`src/rtl/core/cdt_pkg.sv`:
```
// ----------------------------------------------------------------------------
// cdt_pkg: shared types and constants for the countdown timer
// Command codes, display view struct, result struct and the glyph decoder.
// ----------------------------------------------------------------------------
`default_nettype none

package cdt_pkg;

	typedef enum logic [1:0] {
		CMD_TICK  = 2'd0,
		CMD_START = 2'd1,
		CMD_PAUSE = 2'd2,
		CMD_STOP  = 2'd3
	} cdt_cmd_t;

	localparam int HI_W    = 5;   // whole seconds / 100, at most 1
	localparam int COUNT_MAX = 16383;
	localparam logic [7:0] DP_BIT = 8'h80;

	// state view that the segment decoder needs
	typedef struct packed {
		logic       expired;
		logic       sel;
		logic       sec_zero;
		logic       sec_ge10;
		logic [3:0] ones;
		logic [3:0] tens;
	} cdt_disp_t;

	typedef struct packed {
		logic [7:0] segments;
		logic       digit_select;
		logic       expired;
	} cdt_result_t;

	function automatic logic [7:0] glyph(input logic [3:0] d);
		logic [7:0] g;
		unique case (d)
			4'd0:    g = 8'd63;
			4'd1:    g = 8'd6;
			4'd2:    g = 8'd91;
			4'd3:    g = 8'd79;
			4'd4:    g = 8'd102;
			4'd5:    g = 8'd109;
			4'd6:    g = 8'd125;
			4'd7:    g = 8'd7;
			4'd8:    g = 8'd127;
			4'd9:    g = 8'd111;
			default: g = 8'd0;
		endcase
		return g;
	endfunction

endpackage

`default_nettype wire

```
`src/rtl/core/countdown_timer_seven_segment_unit.sv`:
```
// ----------------------------------------------------------------------------
// countdown_timer_seven_segment_unit: countdown timer with 2-digit display
// Input register, command execution in cdt_core, result register.
// ----------------------------------------------------------------------------
// Throughput: one command per cycle; the input and result registers stall
// together only when the result register is full and stalled.
// Reset: timer stopped and expired, count zero, right digit, blank segments.
`default_nettype none

module countdown_timer_seven_segment_unit #(
	parameter int TICKS_PER_SECOND = 100
) (
	input  logic       clk,
	input  logic       arst_n,
	input  logic       in_valid,
	output logic       in_stall,
	input  logic [1:0] cmd,
	input  logic [6:0] seconds,
	input  logic       pause,
	output logic       out_valid,
	input  logic       out_stall,
	output logic [7:0] segments,
	output logic       digit_select,
	output logic       expired
);
	import cdt_pkg::*;

	logic        valid_s1;
	logic [1:0]  cmd_s1;
	logic [6:0]  seconds_s1;
	logic        pause_s1;
	logic        out_valid_q;
	cdt_result_t result_q;
	cdt_result_t result;
	logic        out_free;
	logic        advance;

	assign out_free = !out_valid_q || !out_stall;
	assign advance  = valid_s1 && out_free;
	assign in_stall = valid_s1 && !out_free;

	always_ff @(posedge clk or negedge arst_n) begin
		if (!arst_n) begin
			valid_s1 <= 1'b0;
		end else if (!in_stall) begin
			valid_s1 <= in_valid;
		end
	end

	always_ff @(posedge clk) begin
		if (!in_stall && in_valid) begin
			cmd_s1     <= cmd;
			seconds_s1 <= seconds;
			pause_s1   <= pause;
		end
	end

	cdt_core #(
		.TICKS_PER_SECOND(TICKS_PER_SECOND)
	) u_core (
		.clk    (clk),
		.arst_n (arst_n),
		.advance(advance),
		.cmd    (cmd_s1),
		.seconds(seconds_s1),
		.pause  (pause_s1),
		.result (result)
	);

	always_ff @(posedge clk or negedge arst_n) begin
		if (!arst_n) begin
			out_valid_q <= 1'b0;
		end else if (out_free) begin
			out_valid_q <= valid_s1;
		end
	end

	always_ff @(posedge clk) begin
		if (advance) begin
			result_q <= result;
		end
	end

	assign out_valid    = out_valid_q;
	assign segments     = result_q.segments;
	assign digit_select = result_q.digit_select;
	assign expired      = result_q.expired;

endmodule

`default_nettype wire

```
`src/rtl/core/cdt_seg_decode.sv`:
```
// ----------------------------------------------------------------------------
// cdt_seg_decode: segment byte for the selected digit
// Picks tenths, ones, tens or zero glyph, or blank, from the updated count and adds the point.
// ----------------------------------------------------------------------------
`default_nettype none

module cdt_seg_decode #(
	parameter int TICKS_PER_SECOND = 100,
	localparam int SUB_W = $clog2(TICKS_PER_SECOND)
) (
	input  cdt_pkg::cdt_disp_t disp,
	input  logic [SUB_W-1:0]   sub,
	output logic [7:0]         segments
);
	import cdt_pkg::*;

	logic [8:0] tenth_ge;
	logic [3:0] tenths;

	// tenths = floor(10*sub/TPS): thermometer of compares against ceil(k*TPS/10)
	for (genvar k = 1; k <= 9; k++) begin : g_tenth
		localparam int Thresh = (k * TICKS_PER_SECOND + 9) / 10;
		assign tenth_ge[k-1] = (sub >= SUB_W'(Thresh));
	end

	assign tenths = 4'($countones(tenth_ge));

	always_comb begin
		if (disp.expired) begin
			segments = disp.sel ? (glyph(4'd0) | DP_BIT) : glyph(4'd0);
		end else if (!disp.sel) begin
			segments = disp.sec_zero ? glyph(tenths) : glyph(disp.ones);
		end else if (disp.sec_zero) begin
			segments = glyph(4'd0) | DP_BIT;
		end else if (!disp.sec_ge10) begin
			segments = 8'd0;
		end else begin
			segments = glyph(disp.tens);
		end
	end

endmodule

`default_nettype wire

```
`src/rtl/core/cdt_core.sv`:
```
// ----------------------------------------------------------------------------
// cdt_core: timer state and command execution
// Count kept as sub-second ticks plus decimal seconds digits; one command per
// advance, result is the state after the command.
// ----------------------------------------------------------------------------
`default_nettype none

module cdt_core #(
	parameter int TICKS_PER_SECOND = 100,
	localparam int SUB_W = $clog2(TICKS_PER_SECOND)
) (
	input  logic                 clk,
	input  logic                 arst_n,
	input  logic                 advance,
	input  logic [1:0]           cmd,
	input  logic [6:0]           seconds,
	input  logic                 pause,
	output cdt_pkg::cdt_result_t result
);
	import cdt_pkg::*;

	// saturated load, split at elaboration
	localparam int SatSecs = COUNT_MAX / TICKS_PER_SECOND;
	localparam int SatSub  = COUNT_MAX % TICKS_PER_SECOND;
	localparam int SatHi   = SatSecs / 100;
	localparam int SatTens = (SatSecs / 10) % 10;
	localparam int SatOnes = SatSecs % 10;

	logic [SUB_W-1:0] sub_q, sub_d;
	logic [3:0]       ones_q, ones_d, tens_q, tens_d;
	logic [HI_W-1:0]  hi_q, hi_d;
	logic             running_q, running_d;
	logic             expired_q, expired_d;
	logic             sel_q, sel_d;
	logic [7:0]       seg_q, seg_d;

	logic [7:0]       load_secs;
	logic             load_hund;
	logic [6:0]       load_rem;
	logic [3:0]       load_tens;
	logic [3:0]       load_ones;
	logic             load_sat;
	logic             old_sec_zero;

	cdt_disp_t        disp;
	logic [7:0]       seg_new;

	// binary to decimal digits of seconds+1 (at most 128)
	always_comb begin
		load_secs = {1'b0, seconds} + 8'd1;
		load_hund = (load_secs >= 8'd100);
		load_rem  = load_hund ? 7'(load_secs - 8'd100) : load_secs[6:0];
		load_tens = 4'd0;
		for (int k = 1; k <= 9; k++) begin
			if (load_rem >= 7'(k * 10)) begin
				load_tens = 4'(k);
			end
		end
		load_ones = 4'(load_rem - (7'({load_tens, 3'b000}) + 7'({load_tens, 1'b0})));
		load_sat  = ({3'b000, load_secs} > 11'(SatSecs));
	end

	assign old_sec_zero = (ones_q == 4'd0) && (tens_q == 4'd0) && (hi_q == '0);

	always_comb begin
		sub_d       = sub_q;
		ones_d      = ones_q;
		tens_d      = tens_q;
		hi_d        = hi_q;
		running_d   = running_q;
		expired_d   = expired_q;
		sel_d       = sel_q;
		unique case (cdt_cmd_t'(cmd))
			CMD_TICK: begin
				if (running_q) begin
					if (sub_q != '0) begin
						sub_d = sub_q - SUB_W'(1);
					end else begin
						sub_d = SUB_W'(TICKS_PER_SECOND - 1);
						if (ones_q != 4'd0) begin
							ones_d = ones_q - 4'd1;
						end else begin
							ones_d = 4'd9;
							if (tens_q != 4'd0) begin
								tens_d = tens_q - 4'd1;
							end else begin
								tens_d = 4'd9;
								hi_d   = hi_q - HI_W'(1);
							end
						end
					end
					// last tick of the count: stop and flag timeout
					if (old_sec_zero && sub_q == SUB_W'(1)) begin
						running_d = 1'b0;
						expired_d = 1'b1;
					end
				end
				sel_d = ~sel_q;
			end
			CMD_START: begin
				if (load_sat) begin
					sub_d  = SUB_W'(SatSub);
					ones_d = 4'(SatOnes);
					tens_d = 4'(SatTens);
					hi_d   = HI_W'(SatHi);
				end else begin
					sub_d  = '0;
					ones_d = load_ones;
					tens_d = load_tens;
					hi_d   = HI_W'(load_hund);
				end
				running_d = 1'b1;
				expired_d = 1'b0;
			end
			CMD_PAUSE: begin
				if (pause) begin
					running_d = 1'b0;
				end else if (!expired_q) begin
					running_d = 1'b1;
				end
			end
			CMD_STOP: begin
				sub_d     = '0;
				ones_d    = 4'd0;
				tens_d    = 4'd0;
				hi_d      = '0;
				running_d = 1'b0;
				expired_d = 1'b1;
			end
			default: ;
		endcase
	end

	always_comb begin
		disp.expired  = expired_d;
		disp.sel      = sel_d;
		disp.sec_zero = (ones_d == 4'd0) && (tens_d == 4'd0) && (hi_d == '0);
		disp.sec_ge10 = (tens_d != 4'd0) || (hi_d != '0);
		disp.ones     = ones_d;
		disp.tens     = tens_d;
	end

	cdt_seg_decode #(
		.TICKS_PER_SECOND(TICKS_PER_SECOND)
	) u_seg_decode (
		.disp    (disp),
		.sub     (sub_d),
		.segments(seg_new)
	);

	assign seg_d = (cdt_cmd_t'(cmd) == CMD_TICK) ? seg_new : seg_q;

	always_ff @(posedge clk or negedge arst_n) begin
		if (!arst_n) begin
			sub_q     <= '0;
			ones_q    <= 4'd0;
			tens_q    <= 4'd0;
			hi_q      <= '0;
			running_q <= 1'b0;
			expired_q <= 1'b1;
			sel_q     <= 1'b0;
			seg_q     <= 8'd0;
		end else if (advance) begin
			sub_q     <= sub_d;
			ones_q    <= ones_d;
			tens_q    <= tens_d;
			hi_q      <= hi_d;
			running_q <= running_d;
			expired_q <= expired_d;
			sel_q     <= sel_d;
			seg_q     <= seg_d;
		end
	end

	assign result.segments     = seg_d;
	assign result.digit_select = sel_d;
	assign result.expired      = expired_d;

endmodule

`default_nettype wire
```
`config.mk`:
```
export PLATFORM = sky130hd
export DESIGN_NAME = countdown_timer_seven_segment_unit
export DESIGN_NICKNAME = d
export VERILOG_FILES = /design/src/rtl/core/cdt_pkg.sv /design/src/rtl/core/countdown_timer_seven_segment_unit.sv /design/src/rtl/core/cdt_seg_decode.sv /design/src/rtl/core/cdt_core.sv
export SDC_FILE = /design/constraint.sdc
export NUM_CORES = 1
export LEC_CHECK = 0
export BUFFER_PORTS_ARGS = -buffer_cell sky130_fd_sc_hd__buf_2
export CORE_MARGIN = 2
export CORE_UTILIZATION = 55
export CTS_BUF_LIST = sky130_fd_sc_hd__clkbuf_8
export CTS_CLUSTER_DIAMETER = 80
export DETAILED_ROUTE_END_ITERATION = 8
export PLACE_DENSITY_LB_ADDON = 0.15
export SLEW_MARGIN = 20
export SYNTH_ARGS = -nofsm -noshare
export SYNTH_HDL_FRONTEND = slang
export SYNTH_SLANG_ARGS = --single-unit
```
`constraint.sdc`:
```
create_clock -name clk -period 10.9 [get_ports clk]
set_input_delay 1.09 -clock clk [delete_from_list [all_inputs] [get_ports clk]]
set_output_delay 1.09 -clock clk [all_outputs]
set_load 0.02 [all_outputs]
```
# After elaboration in Yosys (flattened, before gate mapping)
# Memories as Yosys holds them, arrays and structs flattened.
# Cells that the tools add are included.
# totals
regBits	53
latchBits	0
ramBits	0
rom_bits	336
input_bits	14
output_inout_bits	12
elab_cells	135
n_memories	3
# classes
add_sub_neg	16
mul	0
div_mod_pow	0
n_lt_le_gt_ge	20
eq_ne	5
shifts	0
mux	47
bitwise_logic	1
reduce_logical	27
# mem_list
name	depth	width	rd	rd_ports_with_merged_regs	wr	line	rtl
(no name shown)	16	7	1	0	0	cdt_pkg.sv:38	unique case (d)
(no name shown)	16	7	1	0	0	cdt_pkg.sv:38	
(no name shown)	16	7	1	0	0	cdt_pkg.sv:38	
# ops
cell	n
two-way mux 4 bit	17
two-way mux 8 bit	7
>= comparator 7 x 6 -> 1 bit (second input constant)	6
>= comparator 7 bit (second input constant)	6
>= comparator 7 x 5 -> 1 bit (second input constant)	4
two-way mux 7 bit	4
case mux 4 bit (3 select lines)	2
case mux 7 bit (3 select lines)	1
two-way mux 5 bit	4
logical NOT 4 bit	4
case mux 5 bit (3 select lines)	1
>= comparator 7 x 4 -> 1 bit (second input constant)	2
nonzero test 4 bit	3
logical NOT 5 bit	2
two-way mux 1 bit	9
adder 1 x 1 -> 2 bit	4
adder 7 x 1 -> 8 bit (second input constant)	1
>= comparator 8 x 7 -> 1 bit (second input constant)	1
greater-than comparator 8 bit (second input constant)	1
logical AND 1 bit	8
subtractor 4 x 1 -> 4 bit (second input constant)	2
== test 7 x 1 -> 1 bit (second input constant)	1
nonzero test 7 bit	1
subtractor 7 x 1 -> 7 bit (second input constant)	1
18 further kinds	24

# Longest topological paths before layout
# depth
word_depth	24
mapped_depth	26
mapped_depth_nobuf	25

# By module
# From an unflattened synthesis, not the netlist that was laid out.
# unflattened
cells_unflattened	556
area_unflattened_um2	4941.0
# by_module_without_submodules
mod	n_inst	cells_per_inst	area_per_inst_um2	seq_area_each_um2
cdt_core	1	380	3083.0	777.0
cdt_seg_decode	1	148	1164.9	0.0
countdown_timer_seven_segment_unit	1	28	693.2	650.6

# Worst setup path before layout
# OpenSTA, ideal clock, no wires.
# synth_path
path_type	register -> register
from	register u_core.sub_q[0]
to	register result_q (netlist bit segments[5]), data pin
setup_time_ps	271
arrival_ps	5808
required_ps	10629
slack_ps	4821
stages_incl_launch_ff	26
n_path_buf	0
period_less_slack_ps	6079
cell_sequence	dfrtp_1 > inv_1 > ha_1 > nor3b_1 > nand2_1 > o31ai_1 > nand2_1 > a22oi_1 > and2_1 > nand3_1 > fa_1 > fa_1 > inv_1 > fa_1 > inv_1 > fa_1 > inv_1 > fa_1 > ha_1 > nand2_1 > o21ai_0 > a2111oi_0 > o22ai_1 > nand2_1 > mux2_2 > a31oi_1
# synth_lines
element	line	rtl
start, declared	cdt_core.sv:29	logic [SUB_W-1:0] sub_q, sub_d;
start signal, assigned	cdt_core.sv:164	sub_q <= sub_d;
end signal, assigned	countdown_timer_seven_segment_unit.sv:80	result_q <= result;
end, declared	countdown_timer_seven_segment_unit.sv:33	cdt_result_t result_q;

==> results.py <==
metrics = {
    "status": {
        "status": "complete, no violations",
    },
    "cts": {
        "cts_buffer_depth": 2,
        "insertion_delay_ns": 0.31,
        "tritoncts": "built",
        "post_cts_buffers": 0,
        "htreeDepth": 2,
        "clkSlewWorstSetupHoldPaths_ns": 0.11,
        "ctsHoldBuffers": 0,
        "cts_resized": 0,
        "clock-sinks": 53,
        "cts_buffers": 5,
        "cts-root-buf": "clkbuf_8",
    },
    "final_layout": {
        "nets": 660,
        "layout_common_cells": "nand2_1 (77), nor2_1 (54), a21oi_1 (37), o21ai_0 (36), dfrtp_1 (32)",
        "area_delta_synth_final_pct": 5.14,
        "diodes": 0,
        "drive_gt1_share_pct": 11.3,
        "final_common_cell": "nand2_1",
    },
    "setup_path": {
        "path_common_cell": "fa_1",
        "critPathLaunchType": "flop",
        "critPathKind": "flop to flop",
        "cp_slowest_stage_delay_ns": 0.59,
        "cp.required_ns": 11.06,
        "critPathSlowestCell": "a31oi_1",
        "cp_data_arrival_time_ns": 7.03,
        "timing.critical_path.buf_inv": 3,
        "path_max_fanout": 12,
        "cp_cell_sequence": "ha_1 > and4_1 > nor2_1 > a21oi_1 > nor2_1 > a31oi_1 > o21ai_0 > fa_1 > fa_1 > inv_1 > fa_1 > inv_1 > fa_1 > inv_1 > fa_1 > xor2_1 > a21oi_1 > o21bai_1 > a221oi_1 > mux2i_1 > a31oi_1",
        "critPathTopFamily": "adder cells",
        "cp-end-kind": "flop",
    },
    "logic_synthesis": {
        "synth.distinct_cells": 89,
        "synth_seq_cells": 53,
        "async_flop_share_pct": 62.3,
        "synthCells": 603,
        "synth_nets": 651,
        "synth-warning-count": 0,
        "synth_edf_count": 20,
        "synth_area_mm2": 0.00501,
        "syn_area_per_cell_um2": 8.31,
        "ys_seq_area_share_pct": 28.5,
        "synth_ff_type": "dfrtp_1",
    },
    "die": {
        "die_area_mm2": 0.00990,
        "die_w_um": 99.5,
        "coreArea_mm2": 0.00876,
        "core.rowCount": 34,
        "initial_core_util_pct": 57.2,
        "die_h_um": 99.5,
        "pin_count": 26,
    },
    "power": {
        "seqPwrFrac_pct": 27.7,
        "p_per_area_mw_per_mm2": 211,
        "leakagePower_uw": 0.00219,
        "comb_power_share_pct": 60.1,
        "vdd_drop_max_mv": 0.0907,
        "power.internal_uw": 590,
        "net-switching-power_uw": 524,
        "swShare_pct": 47.0,
        "total_power_uw": 1110,
        "clkPwrFrac_pct": 12.2,
    },
    "detailed_routing": {
        "drt_wl_total_mm": 12.5,
        "first_pass_iters": 5,
        "via_count": 4632,
        "drc_errors": 0,
        "drt-wirelength-per-cell_um": 17.3,
        "drt_iter0_drc": 286,
        "ant_nets": 0,
        "vias_per_cell": 6.42,
    },
    "timing": {
        "skew_ns": 0.0214,
        "timing.slew.headroom_pct": 46.1,
        "setup_viol": 0,
        "rsz0062_at_grt": "no",
        "tightest_slew_ns": 0.808,
        "fmax_mhz": 146,
        "tns_ns": 0,
        "slew_viol_final": 0,
        "hold_viol_final": 0,
        "finalCriticalPeriod_ns": 6.87,
        "layout_worst_path_cycle_share_pct": 63.0,
    },
    "global_routing": {
        "grt_pass1_vias": 4405,
        "grt_max_degree": 36,
        "antenna_found_initial": 0,
        "gr-total-overflow": 0,
        "grt_pass1_wl_mm": 21.3,
        "grt.total_usage_pct": 26.0,
    },
    "placed_design": {
        "gp_congestion": 0.920,
        "port_buffers": 25,
        "hpwl_mm": 9.40,
    },
    "run": {
        "maxCapViolations": 0,
    },
    "worst_hold_path": {
        "min_path_type": "flop to flop",
    },
}
==> cells in the mapped netlist, types with 5 or more instances <==
| master | count | share of area, % |
|---|---|---|
| and2_1 | 6 | 0.75 |
| a21o_1 | 8 | 1.2 |
| edfxtp_1 | 20 | 12 |
| nand4_1 | 7 | 0.87 |
| nand2_1 | 77 | 5.8 |
| o31ai_1 | 11 | 1.6 |
| xnor2_1 | 8 | 1.4 |
| xor2_1 | 6 | 1.0 |
| o21ai_0 | 36 | 3.6 |
| a21oi_1 | 37 | 3.7 |
| o22ai_1 | 5 | 0.62 |
| dfrtp_1 | 32 | 16 |
| and3_1 | 8 | 1.0 |
| mux2i_1 | 16 | 3.2 |
| nor3_1 | 11 | 1.1 |
| fa_1 | 5 | 2.0 |
| inv_1 | 30 | 2.2 |
| nand2b_1 | 10 | 1.2 |
| a31oi_1 | 20 | 2.5 |
| a211oi_1 | 6 | 0.90 |
| ha_1 | 29 | 7.2 |
| nor3b_1 | 5 | 0.75 |
| nand3_1 | 26 | 2.6 |
| clkbuf_1 | 12 | 0.90 |
| nor2_1 | 54 | 4.0 |
==> power groups by stage <==
stage	Sequential, uW	Clock [uW]	Combinational, uW
floorplan	303	0	526
global placement	309	0	642
detailed placement	312	0	661
CTS	308	139	665
global route	317	148	762
finish	309	136	669
==> final timing paths <==
path	start	endpoint	slack, ns	cells past startpoint
min in group asynchronous	arst_n	u_core.sub_q[5]	0.86	1
min reg2reg	u_core.seg_q[7]	u_core.seg_q[7]	0.50	2
min	u_core.seg_q[7]	u_core.seg_q[7]	0.50	2
max	seconds_s1[1]	segments[1]	4.03	21
max reg2reg	seconds_s1[1]	segments[1]	4.03	21
max in group asynchronous	arst_n	u_core.tens_q[0]	9.51	1
==> metrics by stage <==
step | utilization [%] | area [um^2] | instances | setup slack, ns | hold WS, ns
2_1_floorplan | - | 5010 | 603 | 4.82 | 0.448
3_3_place_gp | 58.9 | 5160 | 713 | 4.35 | 0.462
3_5_place_dp | 58.9 | 5160 | 713 | 4.10 | 0.471
4_1_cts | 60.2 | 5270 | 721 | 4.09 | 0.495
5_1_grt | 60.2 | 5270 | 721 | 3.51 | 0.539
6_report | 60.2 | 5270 | 721 | 4.03 | 0.495
==> registers in the layout, summed over array words and instances (netlist names) <==
register	flops
cmd_s1	2
digit_select	1
expired	1
out_valid	1
pause_s1	1
seconds_s1	7
segments	8
u_core.expired_q	1
u_core.hi_q	5
u_core.ones_q	4
u_core.running_q	1
u_core.seg_q	8
u_core.sel_q	1
u_core.sub_q	7
u_core.tens_q	4
valid_s1	1
==> worst min-delay path: cells and delay by family, from the launching register on <==
kind,cells,cell delay [ns]
AOI/OAI and AO/OA,1,0.05
and+or+nand+nor,1,0.05
DFF,1,0.36
==> metal layers <==
metal | wire length (um) | GRT usage, %
met1 | 5790 | 37.8
met4 | 140 | 5.16
met2 | 5780 | 42.5
met3 | 771 | 2.81
met5 | 0 | 0
==> logic make-up after synthesis <==
family / count (synthesis) / synth area share [%]
AOI/OAI and AO/OA: 186 / 25.7
buffers and inverters: 59 / 5.27
and+or+nand+nor: 236 / 24.3
xor gates and xnor gates: 15 / 2.89
DFF: 53 / 28.5
muxes: 20 / 4.14
adders and majority gates: 34 / 9.23
==> layout make-up <==
| cell class | count | area [um^2] |
|---|---|---|
| sequential | 53 | 1430 |
| tap | 108 | 135 |
| fill | 778 | 3490 |
| multi-input combinational | 491 | 3320 |
| timing repair buffer | 29 | 155 |
| clock buffer | 5 | 68.8 |
| inverter | 32 | 120 |
| clock inverter | 3 | 42.5 |
Power figures use the tool's default switching activity.
